==> src/hw/rtl/lmql_pkg.sv <==
// lmql_pkg: shared types and constants of the linear model quantile loss block
package lmql_pkg;

	localparam int NUM_COEF  = 4;
	localparam int CFG_IDX_W = 3;
	localparam int DATA_W    = 32;
	localparam int TAU_W     = 16;
	localparam int WEIGHT_W  = 17;
	localparam int TERM_W    = DATA_W + WEIGHT_W;
	localparam int ACC_W     = 63;

	localparam logic [CFG_IDX_W-1:0] CFG_TAU       = 3'd0;
	localparam logic [CFG_IDX_W-1:0] CFG_COEF_BASE = 3'd1;

	localparam logic [TAU_W-1:0]    TAU_RESET = 16'h8000;
	localparam logic [WEIGHT_W-1:0] ONE_Q16   = 17'h10000;

	localparam logic signed [DATA_W-1:0] FIT_MAX = 32'sh7fff_ffff;
	localparam logic signed [DATA_W-1:0] FIT_MIN = 32'sh8000_0000;
	localparam logic [ACC_W-1:0]         ACC_MAX = {ACC_W{1'b1}};

	typedef logic signed [DATA_W-1:0] q16_t;

	typedef struct packed {
		q16_t regressor_0;
		q16_t regressor_1;
		q16_t regressor_2;
		q16_t regressor_3;
		q16_t response;
		logic last_obs;
	} obs_t;

	typedef struct packed {
		logic [ACC_W-1:0] loss_sum;
		logic             saturated;
	} result_t;

	typedef struct packed {
		q16_t fit;
		logic fit_sat;
		q16_t response;
		logic last_obs;
	} fit_t;

endpackage

==> src/hw/rtl/lmql_back.sv <==
// lmql_back: residual weighting, loss accumulation and result register
module lmql_back (
	input  logic                              clk,
	input  logic                              arst_n,
	input  lmql_pkg::fit_t                    head,
	input  logic                              head_valid,
	output logic                              pop,
	input  logic [lmql_pkg::TAU_W-1:0]        tau,
	output logic                              result_valid,
	input  logic                              result_ready,
	output lmql_pkg::result_t                 result
);

	localparam int DW = lmql_pkg::DATA_W;
	localparam int WW = lmql_pkg::WEIGHT_W;
	localparam int TW = lmql_pkg::TERM_W;
	localparam int AW = lmql_pkg::ACC_W;

	logic signed [DW:0]  resid;
	logic [DW-1:0]       mag_s1;
	logic [WW-1:0]       weight_s1;
	logic                sat_s1;
	logic                last_s1;
	logic                valid_s1;
	logic [TW-1:0]       term_s2;
	logic                sat_s2;
	logic                last_s2;
	logic                valid_s2;
	logic [AW-1:0]       acc_q;
	logic                sat_q;
	lmql_pkg::result_t   result_q;
	logic                result_valid_q;
	logic                en;
	logic [AW:0]         acc_sum;
	logic                acc_over;
	logic [AW-1:0]       acc_next;
	logic                sat_next;

	assign en           = !result_valid_q || result_ready;
	assign pop          = head_valid && en;
	assign result_valid = result_valid_q;
	assign result       = result_q;

	assign resid = {head.response[DW-1], head.response} - {head.fit[DW-1], head.fit};

	always_ff @(posedge clk) begin
		if (en) begin
			if (resid[DW]) begin
				mag_s1    <= DW'(-resid);
				weight_s1 <= lmql_pkg::ONE_Q16 - {1'b0, tau};
			end else begin
				mag_s1    <= resid[DW-1:0];
				weight_s1 <= {1'b0, tau};
			end
			sat_s1  <= head.fit_sat;
			last_s1 <= head.last_obs;
			term_s2 <= mag_s1 * weight_s1;
			sat_s2  <= sat_s1;
			last_s2 <= last_s1;
		end
	end

	always_comb begin
		acc_sum  = {1'b0, acc_q} + (AW + 1)'(term_s2);
		acc_over = acc_sum[AW];
		acc_next = acc_over ? lmql_pkg::ACC_MAX : acc_sum[AW-1:0];
		sat_next = sat_q || sat_s2 || acc_over;
	end

	always_ff @(posedge clk) begin
		if (en && valid_s2 && last_s2) begin
			result_q.loss_sum  <= acc_next;
			result_q.saturated <= sat_next;
		end
	end

	always_ff @(posedge clk or negedge arst_n) begin
		if (!arst_n) begin
			valid_s1       <= 1'b0;
			valid_s2       <= 1'b0;
			acc_q          <= '0;
			sat_q          <= 1'b0;
			result_valid_q <= 1'b0;
		end else begin
			if (result_valid_q && result_ready) begin
				result_valid_q <= 1'b0;
			end
			if (en) begin
				valid_s1 <= head_valid;
				valid_s2 <= valid_s1;
				if (valid_s2) begin
					if (last_s2) begin
						acc_q          <= '0;
						sat_q          <= 1'b0;
						result_valid_q <= 1'b1;
					end else begin
						acc_q <= acc_next;
						sat_q <= sat_next;
					end
				end
			end
		end
	end

endmodule

==> config.mk <==
export PLATFORM = sky130hd
export DESIGN_NAME = lmql_back
export DESIGN_NICKNAME = d
export VERILOG_FILES = /design/src/hw/rtl/lmql_pkg.sv /design/src/hw/rtl/lmql_back.sv
export SDC_FILE = /design/constraint.sdc
export NUM_CORES = 2
export LEC_CHECK = 0
export BUFFER_PORTS_ARGS = -buffer_cell sky130_fd_sc_hd__buf_2
export CAP_MARGIN = 20
export CELL_PAD_IN_SITES_DETAIL_PLACEMENT = 1
export CELL_PAD_IN_SITES_GLOBAL_PLACEMENT = 1
export CORE_MARGIN = 5
export CORE_UTILIZATION = 46
export CTS_BUF_LIST = sky130_fd_sc_hd__clkbuf_4
export DETAILED_ROUTE_END_ITERATION = 6
export PLACE_DENSITY_LB_ADDON = 0.1
export SYNTH_ARGS = -nofsm -noshare
export SYNTH_HDL_FRONTEND = slang
export SYNTH_SLANG_ARGS = --single-unit
==> constraint.sdc <==
create_clock -name clk -period 7 [get_ports clk]
set_input_delay 1.05 -clock clk [delete_from_list [all_inputs] [get_ports clk]]
set_output_delay 1.05 -clock clk [all_outputs]
set_load 0.01 [all_outputs]
## After elaboration in Yosys (flattened, before gate mapping)

Cells that the tools add are included.

| storage, ports and cells | value |
|---|---|
| bits in registers | 233 |

| operators by class | value |
|---|---|
| $add $sub $neg | 4 |
| multiplexer cells | 9 |
| multipliers | 1 |
| reduce and logical (&&, ||, !) cells | 9 |

Operators with widths:

| cell | number |
|---|---|
| $mux 63 | 2 |
| $add 63x49->64 | 1 |
| $mul 32x17->49 | 1 |
| $sub 32x32->33 | 1 |
| $mux 32 | 1 |
| $neg 32->32 | 1 |
| $sub 17x16->17 const A | 1 |
| $mux 16 | 1 |
| $mux 1 | 5 |
| $logic_and 1x1->1 | 4 |
| $logic_or 1x1->1 | 3 |
| $reduce_and 2->1 | 1 |
| $logic_not 1->1 | 1 |

## Logic depth before layout (Yosys ltp)

| depth | value |
|---|---|
| depth in word-level cells | 5 |
| mapped depth | 27 |

## Worst setup path before layout

No wires, ideal clock.

| path | value |
|---|---|
| kind | flip-flop to flip-flop |
| start | register mag_s1[7] |
| end | register term_s2[48] (data pin) |
| cell stages (with the launch flop) | 27 |
| path buffers | 1 |
| required time | 6.740 ns |
| slack | -0.363 ns |
| period minus slack after synthesis | 7.363 ns |
| arrival | 7.103 ns |
| cell sequence | edfxtp_1 clkbuf_1 nand2_1 fa_1 inv_1 fa_1 inv_1 fa_1 inv_1 fa_1 fa_1 inv_1 fa_1 inv_1 ha_1 a21oi_1 o21ai_0 a2111oi_0 a21oi_1 a211oi_1 a21oi_1 a2111oi_1 o31ai_1 o31a_1 o31ai_1 o21ai_1 xnor2_1 |

| between the ends | value |
|---|---|
| word-level cells in the longest chain between the ends | 1 |

RTL lines:

| item | RTL line | source |
|---|---|---|
| start, declared | lmql_back.sv:20 | `logic [DW-1:0] mag_s1;` |
| start signal, assigned | lmql_back.sv:49 | `mag_s1 <= DW'(-resid);` |
| start signal, assigned | lmql_back.sv:52 | `mag_s1 <= resid[DW-1:0];` |
| $mul 32x17->49 | lmql_back.sv:57 | `term_s2 <= mag_s1 * weight_s1;` |
| end signal, assigned | lmql_back.sv:57 |  |
| end, declared | lmql_back.sv:25 | `logic [TW-1:0] term_s2;` |

Every way passes these cells.
A chain may end at the register's enable or synchronous reset.

## Worst setup path in the final report

| path | value |
|---|---|
| start | register weight_s1[2] |
| end | register term_s2[47] (data pin) |

| between the ends | value |
|---|---|
| word-level cells in the longest chain between the ends | 1 |

RTL lines:

| item | RTL line | source |
|---|---|---|
| start, declared | lmql_back.sv:21 | `logic [WW-1:0] weight_s1;` |
| start signal, assigned | lmql_back.sv:50 | `weight_s1 <= lmql_pkg::ONE_Q16 - {1'b0, tau};` |
| start signal, assigned | lmql_back.sv:53 | `weight_s1 <= {1'b0, tau};` |
| $mul 32x17->49 | lmql_back.sv:57 |  |

Every way passes these cells.

==> flow_summary.toml <==
[placement]
dpl.cell_count = 4299
globalplace.congestion = 0.903
port_buffers = 151
hpwl_um = 69600
post-place-ws_ns = -0.483

[floorplanning]
io_pins = 152
chipWidth_um = 268
die_height_um = 268
initial_utilization = 0.464
fp.dieArea_um2 = 71700
core.rowCount = 94
floorplan.core_area_um2 = 65900

[critical_path]
worst_ep_required_time_ns = 7.44
critPathMaxStageDelay_ns = 0.62
critical_path.most_common_cell = "sky130_fd_sc_hd__fa_1"
worst_setup_path_start_kind = "flop"
worst_setup_slack_for_register_to_register_paths_ns = -0.14
critical_path_peak_fanout = 7
worst-setup-path-type = "reg -> reg"
crit_path_top_delay_cell = "sky130_fd_sc_hd__fa_2"
end_kind = "flop"
rr_startpoint = "weight_s1[2]"
crit_arrival_ns = 7.58
depth_of_the_worst_register_to_register_path = 25
rr_endpoint = "term_s2[47]"

[detailed_routing]
drt-total-wl_um = 85200
final_antenna_net_count = 0
route.vias.total = 23537
post_drt_wl_per_cell_um = 19.1
detail_route.first_pass.iterations = 5
initialDrtViolationCount = 1084
vias_per_cell = 5.28
drc_errors = 0

[synth]
synth.avg_cell_area_um2 = 9.38
async_reset_ff_frac = 0.288
syn_inst = 3259
syn_area_um2 = 30600
post_synth_main_area_contributors = "sky130_fd_sc_hd__fa_1 (30%), sky130_fd_sc_hd__edfxtp_1 (16%), sky130_fd_sc_hd__ha_1 (8.4%)"
netlist.area_leader.share = 0.295
ys_warn_count = 0
ys_seq_elements = 233
synth_nets = 4002
synth_ff_type = "sky130_fd_sc_hd__edfxtp_1"
ys_seq_area_frac = 0.218
number_of_synthesized_flops_with_an_enable_pin = 166
cell_accounting_for_the_most_synthesized_area = "sky130_fd_sc_hd__fa_1"
synth_cell_type_count = 77

[final_layout]
fill_cell_total_of_the_finished_layout = 7576
sequential_cell_area_um2 = 6660
drive_above_1_share = 0.154
areaGrowthSynthToFinish_pct = 13.9
multi_input_combinational_cell_area_um2 = 21500
most_frequent_standard_cell_in_the_layout_excluding_fill_and_tap_cells = "sky130_fd_sc_hd__inv_1"
postLayoutCoreUtil = 0.529
finalNonFillerCells = 4460
nNetsFinal = 4284
top_library_cells_by_usage_in_the_layout_fill_and_taps_aside = "sky130_fd_sc_hd__inv_1 (588), sky130_fd_sc_hd__nand2_1 (471), sky130_fd_sc_hd__fa_1 (441), sky130_fd_sc_hd__and2_1 (221), sky130_fd_sc_hd__ha_1 (195)"

[timing]
timing.final.ws_setup_ns = -0.141
worst_pin_slew_ns = 1.06
finalHoldViolations = 0
clock-skew-final_ns = 0.112
drv_slew = 0
grt_setup_unrepaired = "true"
final_setup_violation_count = 5
fmax_ghz = 0.140
period_share = 1.02
fin_setup_tns_ns = -0.423
maxSlewHeadroom = 0.292
final.min_clock_period_ns = 7.14

[grt]
total_global_route_track_usage = 0.240
number_of_antenna_violations_at_the_first_check_in_global_routing = 4
global_route_wire_length_before_repair_um = 139000
grt.overflow.total = 0
grt_max_degree = 74
first_global_vias = 26540

[run_status]
outcome = "finished with violations"
violations = "setup timing"

[clocking]
tritoncts_num_sinks = 233
clk_root_buffer_cell = "sky130_fd_sc_hd__clkbuf_4"
cts_buffers = 66
htree_num_levels = 3
clk_latency_ns = 0.80
tritoncts_clock_tree = "built"
clkTransAtPathRegs_ns = 0.07
cts_max_path_buffers = 3

[worst_hold_path]
min-delay-start = "sat_s1"
holdPathEnd = "sat_s2"
hold-path-cell-count = 0
holdCritPathClass = "reg -> reg"

[run]
max_cap_viol_count = 0
[cell type report]
| class | count | area share |
|---|---|---|
| multi-input combinational | 2283 | 0.616 |
| sequential | 233 | 0.191 |
| timing repair buffer | 361 | 0.0703 |
| inverter | 596 | 0.0642 |
| antenna | 4 | 0.000287 |
| clock buffer | 96 | 0.0207 |
| clock inverter | 23 | 0.00592 |
| tap | 864 | 0.0310 |
[flip-flops by register name (all words and copies together), names as in the netlist, 17 cells and up]
register   count
mag_s1        32
result        64
term_s2       49
weight_s1     17
acc_q         63
[kinds of logic after synthesis]
group,share of synthesized area
XOR/XNOR,0.0478
multiplexers,0.00385
buffers and inverters,0.0913
flip-flops,0.218
AO/OA/AOI/OAI,0.113
AND/OR/NAND/NOR,0.147
adder cells (fa/ha/maj),0.379
[stage by stage]
step / hold slack [ns] / area (µm²)
after CTS: 0.378 / 34700
after detailed placement: 0.407 / 33200
final: 0.424 / 34800
after floorplan: 0.400 / 30600
after global placement: 0.404 / 33200
after global routing: 0.389 / 34800
[per-layer routing]
metal	up-vias	routed length, µm	global-route usage
li1	11028	-	-
met1	11924	38100	0.324
met2	462	41600	0.416
met3	119	4050	0.0372
met4	4	1530	0.0494
met5	-	27	0
[worst max-delay path by stage]
| stage | start | end |
|---|---|---|
| after global routing | mag_s1[6] | term_s2[38] |
| after detailed placement | weight_s1[5] | term_s2[48] |
| after CTS | mag_s1[5] | term_s2[47] |
| after floorplan | mag_s1[15] | term_s2[48] |
| final | weight_s1[2] | term_s2[47] |
| after global placement | weight_s1[5] | term_s2[47] |
[worst max-delay path, delay by kind of cell (launching register included)]
kind | cells | cell delay [ns]
fa+ha+maj | 7 | 3.38
compound gates | 9 | 1.85
simple gates | 3 | 0.69
buf+inv | 5 | 0.41
flops | 1 | 0.40
xor+xnor | 1 | 0.08
[Yosys cell counts (all sizes together) (19+ instances only)]
library cell / n
a211oi: 19
a22o: 43
o21ai: 88
nand3: 38
nand2: 471
xnor2: 111
and2: 228
fa: 451
nor2: 63
dfrtp: 67
edfxtp: 166
o21bai: 21
ha: 206
clkbuf: 144
xor2: 56
inv: 596
a21o: 84
a31oi: 20
and3: 25
a21oi: 141
nand4: 26
[timing repair]
action	in CTS	in global routing
setup endpoints to repair	12	13
hold endpoints to repair	0	0
pin swaps	47	36
buffers inserted	37	5
hold buffers	0	0
resized for setup	62	35
Power is left out: the tool's default activity adds up to more than one toggle a clock period on the data nets, which glitch-free logic cannot reach.
