==> config.mk <==
export PLATFORM = sky130hd
export DESIGN_NAME = lmql_fifo
export DESIGN_NICKNAME = d
export VERILOG_FILES = /design/src/hw/rtl/lmql_fifo.sv
export SDC_FILE = /design/constraint.sdc
export NUM_CORES = 1
export LEC_CHECK = 0
export ABC_AREA = 1
export ABC_CLOCK_PERIOD_IN_PS = 6400
export BUFFER_PORTS_ARGS = -buffer_cell sky130_fd_sc_hd__buf_2
export CORE_MARGIN = 3
export CORE_UTILIZATION = 57
export CTS_CLUSTER_SIZE = 30
export DETAILED_ROUTE_END_ITERATION = 8
export GPL_ROUTABILITY_DRIVEN = 0
export PLACE_DENSITY = 0.79
export SKIP_LAST_GASP = 1
export SLEW_MARGIN = 30
export SYNTH_ARGS = -nofsm -noshare
export SYNTH_HDL_FRONTEND = slang
export SYNTH_SLANG_ARGS = --single-unit
==> constraint.sdc <==
create_clock -name clk -period 6.4 [get_ports clk]
set_input_delay 0 -clock clk [delete_from_list [all_inputs] [get_ports clk]]
set_output_delay 0 -clock clk [all_outputs]
set_load 0.1 [all_outputs]
==> src/hw/rtl/lmql_fifo.sv <==
// lmql_fifo: small register queue between the fit front end and the loss back end
module lmql_fifo #(
	parameter int WIDTH = 66,
	parameter int DEPTH = 4
) (
	input  logic             clk,
	input  logic             arst_n,
	input  logic             push,
	input  logic [WIDTH-1:0] push_data,
	output logic             full,
	input  logic             pop,
	output logic [WIDTH-1:0] head,
	output logic             head_valid
);

	localparam int AW = (DEPTH > 1) ? $clog2(DEPTH) : 1;
	localparam int CW = $clog2(DEPTH + 1);
	localparam logic [AW-1:0] LAST_PTR = AW'(DEPTH - 1);

	logic [WIDTH-1:0] mem_q [DEPTH];
	logic [AW-1:0]    wr_ptr_q;
	logic [AW-1:0]    rd_ptr_q;
	logic [CW-1:0]    count_q;
	logic             do_push;
	logic             do_pop;

	assign full       = (count_q == CW'(DEPTH));
	assign head_valid = (count_q != '0);
	assign head       = mem_q[rd_ptr_q];
	assign do_push    = push && !full;
	assign do_pop     = pop && head_valid;

	always_ff @(posedge clk) begin
		if (do_push) begin
			mem_q[wr_ptr_q] <= push_data;
		end
	end

	always_ff @(posedge clk or negedge arst_n) begin
		if (!arst_n) begin
			wr_ptr_q <= '0;
			rd_ptr_q <= '0;
			count_q  <= '0;
		end else begin
			if (do_push) begin
				wr_ptr_q <= (wr_ptr_q == LAST_PTR) ? '0 : wr_ptr_q + 1'b1;
			end
			if (do_pop) begin
				rd_ptr_q <= (rd_ptr_q == LAST_PTR) ? '0 : rd_ptr_q + 1'b1;
			end
			if (do_push && !do_pop) begin
				count_q <= count_q + 1'b1;
			end else if (do_pop && !do_push) begin
				count_q <= count_q - 1'b1;
			end
		end
	end

endmodule

# ---- After elaboration in Yosys (flattened, before gate mapping)
# Memory sizes are Yosys's and may differ from the RTL's.
# Cells that the tools add are included.
# W data, S select, Z words.
dict set report op_classes {
  addsub 4
  n_mul 0
  div 0
  n_lt_le_gt_ge 0
  n_eq_ne 3
  n_shift 0
  mux 6
  bitwise_logic 0
  reduce_logical 9
}
# cell count
set ops {}
lappend ops {{$mux W3} 2}
lappend ops {{$add A2 B1 Y2 const B} 2}
lappend ops {{$eq A2 B2 Y1 const B} 2}
lappend ops {{$logic_and A1 B1 Y1} 4}
lappend ops {{$mux W2} 2}
lappend ops {{$add A3 B1 Y3 const B} 1}
lappend ops {{$eq A3 B3 Y1 const B} 1}
lappend ops {{$logic_not A1 Y1} 3}
lappend ops {{$reduce_bool A3 Y1} 1}
lappend ops {{$sub A3 B1 Y3 const B} 1}
lappend ops {{$mux W1} 2}
lappend ops {{$reduce_bool A2 Y1} 1}
dict set report word_totals {
  reg_bits 7
  latchBits 0
  ram_bits 264
  romBits 0
  inputBits 70
  word_cells 26
  memories 1
}
# memory words width rd rd_ports_with_merged_regs write_ports line_no
set memory_table {}
lappend memory_table {mem_q 4 66 1 0 1 20} ;# logic [WIDTH-1:0] mem_q [DEPTH];

# ---- Longest topological paths before layout
# Gate-level depths: netlist of run 1.
dict set report logic_depth {
  ltp_word 7
  ltp_mapped 12
  ltp_nobuf 12
}

# ---- Worst setup path before layout of run 1
# No wires, ideal clock.
dict set report synth_timing {
  kind {register -> register}
  from {register count_q[0]}
  to {memory mem_q[0][0], enable pin}
  setup_time_ns 0.491
  arrival_time_ns 3.484
  t_required_ns 5.909
  path_slack_ns 2.425
  stages_incl_launch_ff 5
  n_path_buf 0
  synth_period_minus_slack_ns 3.975
  path_cell_list {dfrtp_1 > inv_1 > nand3_1 > nand2_1 > nor2_1}
}
dict set report synth_via {
  elab_chain_len 5
}
# item line_no
set synth_rtl {}
lappend synth_rtl {{start, declared} 23} ;# logic [CW-1:0] count_q;
lappend synth_rtl {{start signal, assigned} 52} ;# count_q <= count_q + 1'b1;
lappend synth_rtl {{start signal, assigned} 54} ;# count_q <= count_q - 1'b1;
lappend synth_rtl {{$eq A3 B3 Y1} 27} ;# assign full = (count_q == CW'(DEPTH));
lappend synth_rtl {{$logic_not A1 Y1} 30} ;# assign do_push = push && !full;
lappend synth_rtl {{$logic_and A1 B1 Y1} 30}
lappend synth_rtl {{$mux W1} 34} ;# if (do_push) begin
lappend synth_rtl {{$mux W1 (not written as such)} 35} ;# mem_q[wr_ptr_q] <= push_data;
lappend synth_rtl {{end, declared} 20}
# Every way passes these cells.

# ---- Final worst setup path of run 1
dict set report layout_timing {
  from {register rd_ptr_q[0]}
  to {output port head[5]}
}
dict set report layout_via {
  elab_chain_len 1
}
# item line_no
set layout_rtl {}
lappend layout_rtl {{start, declared} 22} ;# logic [AW-1:0] rd_ptr_q;
lappend layout_rtl {{start signal, assigned} 49} ;# rd_ptr_q <= (rd_ptr_q == LAST_PTR) ? '0 : rd_ptr_q + 1'b1;
lappend layout_rtl {{$mem_v2 Z4 W66} --}
lappend layout_rtl {{end, declared} 12} ;# output logic [WIDTH-1:0] head,
# Every way passes these cells.

==> flow_summary.yaml, run 1 <==
finish:
  finish.net_count: 1109
  fin_area_mm2: 0.0133
  n_fill_cell: 1244
  drive_above_1_share_pct: 17.8
  flow.area_growth_from_synthesis_pct: 20.5
  seq_area_mm2: 0.00811
  multi_input_gate_area_mm2: 0.00200
  diodes: 0
global_route:
  grtUsageMet3_pct: 3.75
  first_global_vias: 6642
  grt_overflow_total: 0
  antenna_found_initial: 0
  grt_first_pass_wirelength_um: 33000
  groute.layer.met2.usage_pct: 35.9
  largest_net_degree_at_the_start_of_global_routing: 83
  grtUsageMet1_pct: 23.4
  grt_busiest_layer: "met2"
  grt_usage_pct: 19.4
die:
  start_util_pct: 58.5
  core_ar_mm2: 0.0189
  die_height_um: 145
  die_width_um: 145
  dieArea_mm2: 0.0211
  floorplan.rows: 50
  ioPinCount: 138
clocking:
  clockBufferDepth: 3
  post-cts-setup-buffer-count: 0
  clock_tree.root_cell: "sky130_fd_sc_hd__clkbuf_16"
  tritoncts.num_buffers: 27
  clock_insertion_delay_worst_skew_ns: 0.52
  path_clk_slew_ns: 0.06
  depth_of_the_cts_h_tree: 1
  cts_tree: "yes"
  cts.sink_count: 271
hold_path:
  min_path_type: "in2reg"
detailed_routing:
  drt_pre_antenna_iters: 5
  detailedRoute.firstIterationViolations: 473
  route.detailed.wl_per_inst_um: 16.1
  final_antenna_net_count: 0
  num_vias: 6722
  detail_route.vias_per_cell: 5.14
  wirelength_um: 21100
  detail_route.drc_violations: 0
setup_path:
  cp.arrival_ns: 3.06
  worstPathRequired_ns: 6.40
  timing_worst_setup_path_type: "reg2out"
  critPathSlowestCell: "sky130_fd_sc_hd__dfrtp_4"
  critical_path_launch_point_type: "register"
  cp_max_fo: 82
  endpoint_kind: "primary output"
  cpPeakStageDelay_ns: 0.74
  cp_cell_sequence: "buf_16 -> buf_4 -> o211ai_1 -> nand2_1 -> buf_2"
sta:
  hold_viol_final: 0
  slew_viol_final: 0
  grt_setup_unrepaired: "false"
  report.final.setup_viol: 0
  slew_headroom_pct: 41.2
  layout_worst_path_cycle_share_pct: 47.7
  final_period_minus_worst_setup_slack_ns: 3.06
  timing.fmax_mhz: 327
  tightestPinTransition_ns: 0.882
  finClkSkew_ns: 0.00680
  final.setup.tns_ns: 0
placement:
  place_area_mm2: 0.0118
  port-buffer-count: 137
  detailed_place_hpwl_um: 11100
yosys:
  syn-instance-count: 831
  synthesis.area_mm2: 0.0110
  syn_avg_cell_area_um2: 13.3
  sequential_element_share_of_the_synthesized_area_pct: 73.4
  ys_types: 18
  net_count_synth: 908
  ff_latch_count_synth: 271
  synth-warning-count: 0
status:
  outcome: "completed"
flow_run:
  drv.max_cap_violation_count: 0
==> critical path: cells and delay by family (launching register included) <==
family	cells	cell delay [ns]
buffers and inverters	3	1.39
flip-flops	1	0.74
AO/OA/AOI/OAI	1	0.23
AND/OR/NAND/NOR	1	0.12
==> kinds of logic after synthesis <==
| family | share of synthesized area, % |
|---|---|
| adders and majority gates | 0.861 |
| xor gates and xnor gates | 0.0793 |
| AOI/OAI and AO/OA | 9.11 |
| DFF | 73.4 |
| and+or+nand+nor | 7.82 |
| buffers and inverters | 8.78 |
==> routing by layer <==
metal / vias up / routed length, µm
li1: 3281 / -
met1: 3207 / 8500
met2: 200 / 10800
met3: 34 / 1340
met4: 0 / 471
met5: - / 0
==> per-stage QoR <==
| stage | setup WS, ns | utilization [%] | hold slack (ns) | instances |
|---|---|---|---|---|
| floorplan | 2.42 | - | -0.296 | 831 |
| global placement | 3.66 | 62.1 | -0.159 | 1191 |
| detailed placement | 3.63 | 62.3 | -0.154 | 1192 |
| CTS | 3.33 | 70.3 | 0.203 | 1308 |
| global route | 3.15 | 70.4 | 0.229 | 1309 |
| finish | 3.34 | 70.4 | 0.232 | 1309 |
==> registers in the layout, indices dropped and copies added, names as in the netlist <==
signal    count
count_q       3
mem_q       264
rd_ptr_q      2
wr_ptr_q      2
==> final timing paths <==
check,start,slack [ns],end,cells past startpoint
worst max-delay path,rd_ptr_q[0],3.34,head[5],5
worst min-delay path,push_data[30],0.23,mem_q[1][30],2
worst max register to register,count_q[0],4.10,mem_q[1][51],5
worst min register to register,count_q[2],0.52,count_q[2],2
max in group asynchronous,arst_n,5.68,rd_ptr_q[0],3
min in group asynchronous,arst_n,0.45,wr_ptr_q[1],3
==> synth_stat cells <==
| master | n | area, µm² |
|---|---|---|
| sky130_fd_sc_hd__nand3_1 | 7 | 35.0 |
| sky130_fd_sc_hd__xnor2_1 | 1 | 8.76 |
| sky130_fd_sc_hd__inv_1 | 146 | 548 |
| sky130_fd_sc_hd__fa_1 | 1 | 20.0 |
| sky130_fd_sc_hd__edfxtp_1 | 264 | 7930 |
| sky130_fd_sc_hd__nand4_1 | 1 | 6.26 |
| sky130_fd_sc_hd__o21ai_0 | 1 | 5.00 |
| sky130_fd_sc_hd__dfrtp_1 | 7 | 175 |
| sky130_fd_sc_hd__o211ai_2 | 2 | 25.0 |
| sky130_fd_sc_hd__clkbuf_1 | 3 | 11.3 |
| sky130_fd_sc_hd__buf_6 | 29 | 327 |
| sky130_fd_sc_hd__buf_2 | 7 | 35.0 |
| sky130_fd_sc_hd__nand2_1 | 213 | 800 |
| sky130_fd_sc_hd__ha_1 | 6 | 75.1 |
| sky130_fd_sc_hd__o211ai_1 | 130 | 976 |
| sky130_fd_sc_hd__buf_4 | 6 | 45.0 |
| sky130_fd_sc_hd__nor2_1 | 6 | 22.5 |
| sky130_fd_sc_hd__inv_2 | 1 | 3.75 |
==> repair_timing <==
action | in CTS | in global routing
hold buffers | 70 | 0
hold endpoints to repair | 276 | 0
resized for setup | 0 | 0
==> layout make-up <==
class	instances	area share (%)
repair buffers	217	11.4
multi-input cells	368	15.1
flip-flops and latches	271	60.9
well taps	260	2.44
clock buffers	36	5.33
clock inverters	10	0.743
inverters	147	4.15
==> layout by cell type, fill, tap and decap left out, types with 2 or more instances in the layout <==
cell / count
sky130_fd_sc_hd__buf_4: 5
sky130_fd_sc_hd__o211ai_1: 130
sky130_fd_sc_hd__clkbuf_16: 27
sky130_fd_sc_hd__dfrtp_1: 5
sky130_fd_sc_hd__edfxtp_1: 264
sky130_fd_sc_hd__bufinv_16: 2
sky130_fd_sc_hd__ha_1: 6
sky130_fd_sc_hd__buf_16: 2
sky130_fd_sc_hd__clkinv_1: 6
sky130_fd_sc_hd__inv_1: 146
sky130_fd_sc_hd__nand3_1: 7
sky130_fd_sc_hd__nand2_1: 213
sky130_fd_sc_hd__nor2_1: 2
sky130_fd_sc_hd__nor2_4: 4
sky130_fd_sc_hd__o211ai_2: 2
sky130_fd_sc_hd__buf_2: 137
sky130_fd_sc_hd__dlygate4sd3_1: 70
sky130_fd_sc_hd__buf_6: 3
sky130_fd_sc_hd__clkbuf_1: 9
Power of run 1 is not shown: default switching activity piles up to over one toggle a cycle in this logic, so the estimate is an artifact.
==> run 2: changes to the inputs <==
ABC_CLOCK_PERIOD_IN_PS = 2900   (was 6400)
clock period = 2.9 ns   (was 6.4 ns; I/O delays follow)
==> run 2 against run 1 <==
Net effect:
- first-iteration DRC count is 32% lower
- critical path depth shrank 1
- clock skew increased by 0.0075 ns
- via count rose by 1.1%
- highest routed layer unchanged
==> flow_summary.yaml, run 2 (synthesis results as in run 1) <==
placement:
  detailed_place_hpwl_um: 11700
  place_inst: 1199
  port-buffer-count: 137
finish:
  multi_input_gate_area_mm2: 0.00200
  most-common-layout-cells: "264 x sky130_fd_sc_hd__edfxtp_1, 213 x sky130_fd_sc_hd__nand2_1, 146 x sky130_fd_sc_hd__inv_1"
  n_fill_cell: 1175
  largest_register_ff_count: 264
  seq_area_mm2: 0.00811
  layout.cells.non_filler: 1318
  finish.net_count: 1115
  diodes: 0
  drive_above_1_share_pct: 18.7
  top_register: "mem_q"
  layout.cells.most_common: "sky130_fd_sc_hd__edfxtp_1"
  reg.largest.list: "mem_q: 264 flops, count_q: 3 flops"
  flow.area_growth_from_synthesis_pct: 22.7
sta:
  slew_headroom_pct: 46.3
  slew_viol_final: 0
  timing.fmax_mhz: 384
  tightestPinTransition_ns: 0.806
  layout_worst_path_cycle_share_pct: 89.8
  report.final.setup_viol: 0
  hold_viol_final: 0
  final_period_minus_worst_setup_slack_ns: 2.61
  grt_setup_unrepaired: "false"
  finClkSkew_ns: 0.0144
setup_path:
  cp_max_fo: 75
  cpPeakStageDelay_ns: 0.95
  worstPathRequired_ns: 2.90
  critPathSlowestCell: "sky130_fd_sc_hd__dfrtp_4"
  critical_path_launch_point_type: "register"
  timing_worst_setup_path_type: "reg2out"
  cp_cell_sequence: "buf_4 -> o211ai_1 -> nand2_1 -> buf_2"
  cp-startpoint: "rd_ptr_q[0]"
  regToRegStartpoint: "count_q[0]"
  endpoint_kind: "primary output"
  cp.arrival_ns: 2.61
global_route:
  grt_usage_pct: 20.1
  grtUsageMet3_pct: 4.56
  grt_first_pass_wirelength_um: 34100
  antenna_found_initial: 0
  grtUsageMet1_pct: 24.1
  grt_busiest_layer: "met2"
  first_global_vias: 6821
  groute.layer.met2.usage_pct: 36.7
  largest_net_degree_at_the_start_of_global_routing: 76
  grt_overflow_total: 0
clocking:
  hold_buffers: 70
  cts.sink_count: 271
  clock_tree.root_cell: "sky130_fd_sc_hd__clkbuf_16"
  clock_insertion_delay_worst_skew_ns: 0.52
  postCtsResizedCells: 0
  clockBufferDepth: 3
  post-cts-setup-buffer-count: 0
  tritoncts.num_buffers: 27
  cts_tree: "yes"
  depth_of_the_cts_h_tree: 1
  path_clk_slew_ns: 0.06
detailed_routing:
  wirelength_um: 21700
  drt_pre_antenna_iters: 5
  num_vias: 6796
  detailedRoute.firstIterationViolations: 324
  detail_route.vias_per_cell: 5.16
  route.detailed.wl_per_inst_um: 16.5
  detail_route.drc_violations: 0
  final_antenna_net_count: 0
flow_run:
  drv.max_cap_violation_count: 0
status:
  outcome: "completed"
die:
  die_width_um: 145
  core_ar_mm2: 0.0189
  floorplan.rows: 50
  die_height_um: 145
  dieArea_mm2: 0.0211
  start_util_pct: 58.5
  ioPinCount: 138
hold_path:
  min_path_type: "in2reg"
  hold_path_startpoint: "push_data[31]"
-- run 2: worst paths after layout --
check / endpoint / slack [ns] / cells past startpoint
max: head[30] / 0.29 / 4
min: mem_q[0][31] / 0.22 / 2
max reg2reg: count_q[1] / 0.80 / 9
min reg2reg: count_q[2] / 0.52 / 2
max in group asynchronous: rd_ptr_q[0] / 2.20 / 3
min in group asynchronous: count_q[0] / 0.42 / 3
-- run 2: cell type report --
class                      instances  share of cell area, %
sequential                       271                   59.8
clock inverter                    11                   1.17
tap                              260                   2.40
clock buffer                      38                   5.29
inverter                         147                   4.07
multi-input combinational        368                   14.8
timing repair buffer             223                   12.5
-- run 2: per-stage QoR --
| step | util, % | hold WS (ns) | cell area, µm² | setup TNS, ns | worst slack, ns |
|---|---|---|---|---|---|
| 3_3_place_gp | 63.4 | -0.158 | 12000 | 0 | 0.878 |
| 2_1_floorplan | - | -0.296 | 11000 | -283.83 | -1.08 |
| 3_5_place_dp | 63.4 | -0.154 | 12000 | 0 | 0.798 |
| 6_report | 71.7 | 0.222 | 13600 | 0 | 0.295 |
| 5_1_grt | 71.7 | 0.222 | 13600 | 0 | 0.179 |
| 4_1_cts | 71.7 | 0.205 | 13600 | 0 | 0.296 |
-- run 2: critical path: cells and delay by family (launching register included) --
kind	cells	cell delay, ns
flops	1	0.95
buf+inv	2	0.82
simple gates	1	0.13
compound gates	1	0.14
-- run 2: routing by layer --
metal / vias up / routed length (µm)
li1: 3294 / -
met2: 209 / 11300
met3: 51 / 1360
met5: - / 0
met4: 0 / 500
met1: 3242 / 8590
Power of run 2 is left out for the same reason.
==> run 3: changes to the inputs <==
ABC_CLOCK_PERIOD_IN_PS = 2500   (was 2900)
clock period = 2.5 ns   (was 2.9 ns; I/O delays follow)
==> run 3 against run 2 <==
Net effect:
- core utilization up 4.5 points
- routed wire length up 0.42%
- hold slack better by 0.0068 ns
- non-clock buffer count up 1
- count of clock-buffer cells in the layout down 9
- sequential cell count unchanged
- register-to-register slack worse by 0.42 ns
- via count up 0.99%
- final area up 6.2%
- global-route usage up 0.12 points
==> flow_summary.yaml, run 3 (synthesis results as in run 1) <==
status:
  outcome: "completed"
finish:
  layout.cells.most_common: "sky130_fd_sc_hd__edfxtp_1"
  flow.area_growth_from_synthesis_pct: 30.4
  fin_area_mm2: 0.0144
  top_register: "mem_q"
  largest_register_ff_count: 264
  diodes: 0
  n_fill_cell: 1083
  most-common-layout-cells: "264 x sky130_fd_sc_hd__edfxtp_1, 213 x sky130_fd_sc_hd__nand2_1, 146 x sky130_fd_sc_hd__inv_1"
  finish.net_count: 1115
  drive_above_1_share_pct: 19.1
  reg.largest.list: "mem_q: 264 flops, count_q: 3 flops"
hold_path:
  min_path_cells: 2
  min_path_type: "in2reg"
  holdPathEnd: "mem_q[0][26]"
  hold_path_startpoint: "push_data[26]"
setup_path:
  timing_worst_setup_path_type: "reg2out"
  ff2ff_setup_slack_ns: 0.38
  critical_path_launch_point_type: "register"
  ff2ff_path_depth: 9
  cp_max_fo: 35
  regToRegStartpoint: "count_q[1]"
  worstPathRequired_ns: 2.50
  worstReg2RegEnd: "count_q[1]"
  endpoint_kind: "primary output"
  cp.arrival_ns: 2.22
detailed_routing:
  wirelength_um: 21800
  drt_pre_antenna_iters: 5
  detail_route.drc_violations: 0
  detailedRoute.firstIterationViolations: 463
  route.detailed.wl_per_inst_um: 16.6
  final_antenna_net_count: 0
  detail_route.vias_per_cell: 5.21
  num_vias: 6863
clocking:
  depth_of_the_cts_h_tree: 1
  clock_insertion_delay_worst_skew_ns: 0.52
  tritoncts.num_buffers: 26
  path_clk_slew_ns: 0.06
  cts.sink_count: 271
  cts_tree: "yes"
  postCtsResizedCells: 0
  clock_tree.root_cell: "sky130_fd_sc_hd__clkbuf_16"
  clockBufferDepth: 3
sta:
  hold_viol_final: 0
  report.final.setup_viol: 0
  slew_viol_final: 0
  layout_worst_path_cycle_share_pct: 88.9
  finClkSkew_ns: 0.00922
  slew_headroom_pct: 43.4
  grt_setup_unrepaired: "false"
  tightestPinTransition_ns: 0.849
  final_period_minus_worst_setup_slack_ns: 2.22
  whs_ns: 0.229
  timing.fmax_mhz: 450
die:
  floorplan.rows: 50
  ioPinCount: 138
  die_width_um: 145
  die_height_um: 145
  core_ar_mm2: 0.0189
  start_util_pct: 58.5
  dieArea_mm2: 0.0211
global_route:
  first_global_vias: 6798
  grt_usage_pct: 20.2
  largest_net_degree_at_the_start_of_global_routing: 69
  antenna_found_initial: 0
  grt_first_pass_wirelength_um: 34300
  grt_overflow_total: 0
flow_run:
  drv.max_cap_violation_count: 0
placement:
  detailed_place_hpwl_um: 12500
  port-buffer-count: 137
  place_area_mm2: 0.0129
==> run 3: cell types whose count changed in the layout (fill, tap and decap cells not counted), sizes merged <==
cell and delta:
clkbuf -9, buf +1, clkinv +10, bufinv -3, clkinvlp +2, inv -1
==> run 3: timing repair <==
item / in CTS / in global routing
buffers inserted: 0 / 1
hold buffers: 70 / 0
endpoints found under the setup margin: 0 / 9
hold endpoints to repair: 276 / 0
==> run 3: how the worst max path moves through the flow <==
stage	cells after the start	endpoint	startpoint	slack, ns
finish	5	head[55]	rd_ptr_q[0]	0.28
CTS	5	head[55]	rd_ptr_q[0]	0.06
floorplan	4	mem_q[0][0]	count_q[0]	-0.41
detailed placement	9	count_q[1]	count_q[0]	0.38
global placement	9	count_q[1]	count_q[1]	0.47
global route	4	head[57]	rd_ptr_q[1]	0.15
==> run 3: per-stage QoR <==
stage / utilization [%] / cells / TNS (ns) / worst slack (ns)
6_report: 76.2 / 1318 / 0 / 0.278
5_1_grt: 76.2 / 1318 / 0 / 0.152
4_1_cts: 76.1 / 1317 / 0 / 0.0628
3_5_place_dp: 68.1 / 1199 / 0 / 0.381
3_3_place_gp: 68.1 / 1199 / 0 / 0.472
2_1_floorplan: - / 831 / -109.54 / -0.414
==> run 3: per-layer routing <==
| layer | track usage (%) | part of all wire, % | routed length [µm] | vias to the layer above |
|---|---|---|---|---|
| li1 | - | - | - | 3288 |
| met1 | 26.4 | 41 | 8860 | 3332 |
| met2 | 35.3 | 51 | 11200 | 209 |
| met3 | 3.40 | 5.8 | 1270 | 34 |
| met4 | 5.65 | 2.3 | 499 | 0 |
| met5 | 0 | 0 | 0 | - |
==> run 3: cell type report <==
| cell class | instances | area [µm²] | area share [%] |
|---|---|---|---|
| sequential | 271 | 8110 | 56.3 |
| timing repair buffer | 224 | 2610 | 18.1 |
| multi-input combinational | 368 | 2000 | 13.9 |
| clock buffer | 29 | 683 | 4.74 |
| inverter | 147 | 552 | 3.83 |
| tap | 260 | 325 | 2.26 |
| clock inverter | 19 | 123 | 0.852 |
==> run 3: critical path: stages (launching register included) <==
cell and delay [ns]:
sky130_fd_sc_hd__dfrtp_4 0.71, sky130_fd_sc_hd__buf_4 0.41, sky130_fd_sc_hd__nand2_1 0.13, sky130_fd_sc_hd__o211ai_1 0.11, sky130_fd_sc_hd__nand2_1 0.13, sky130_fd_sc_hd__buf_12 0.18
Power of run 3 is left out for the same reason.
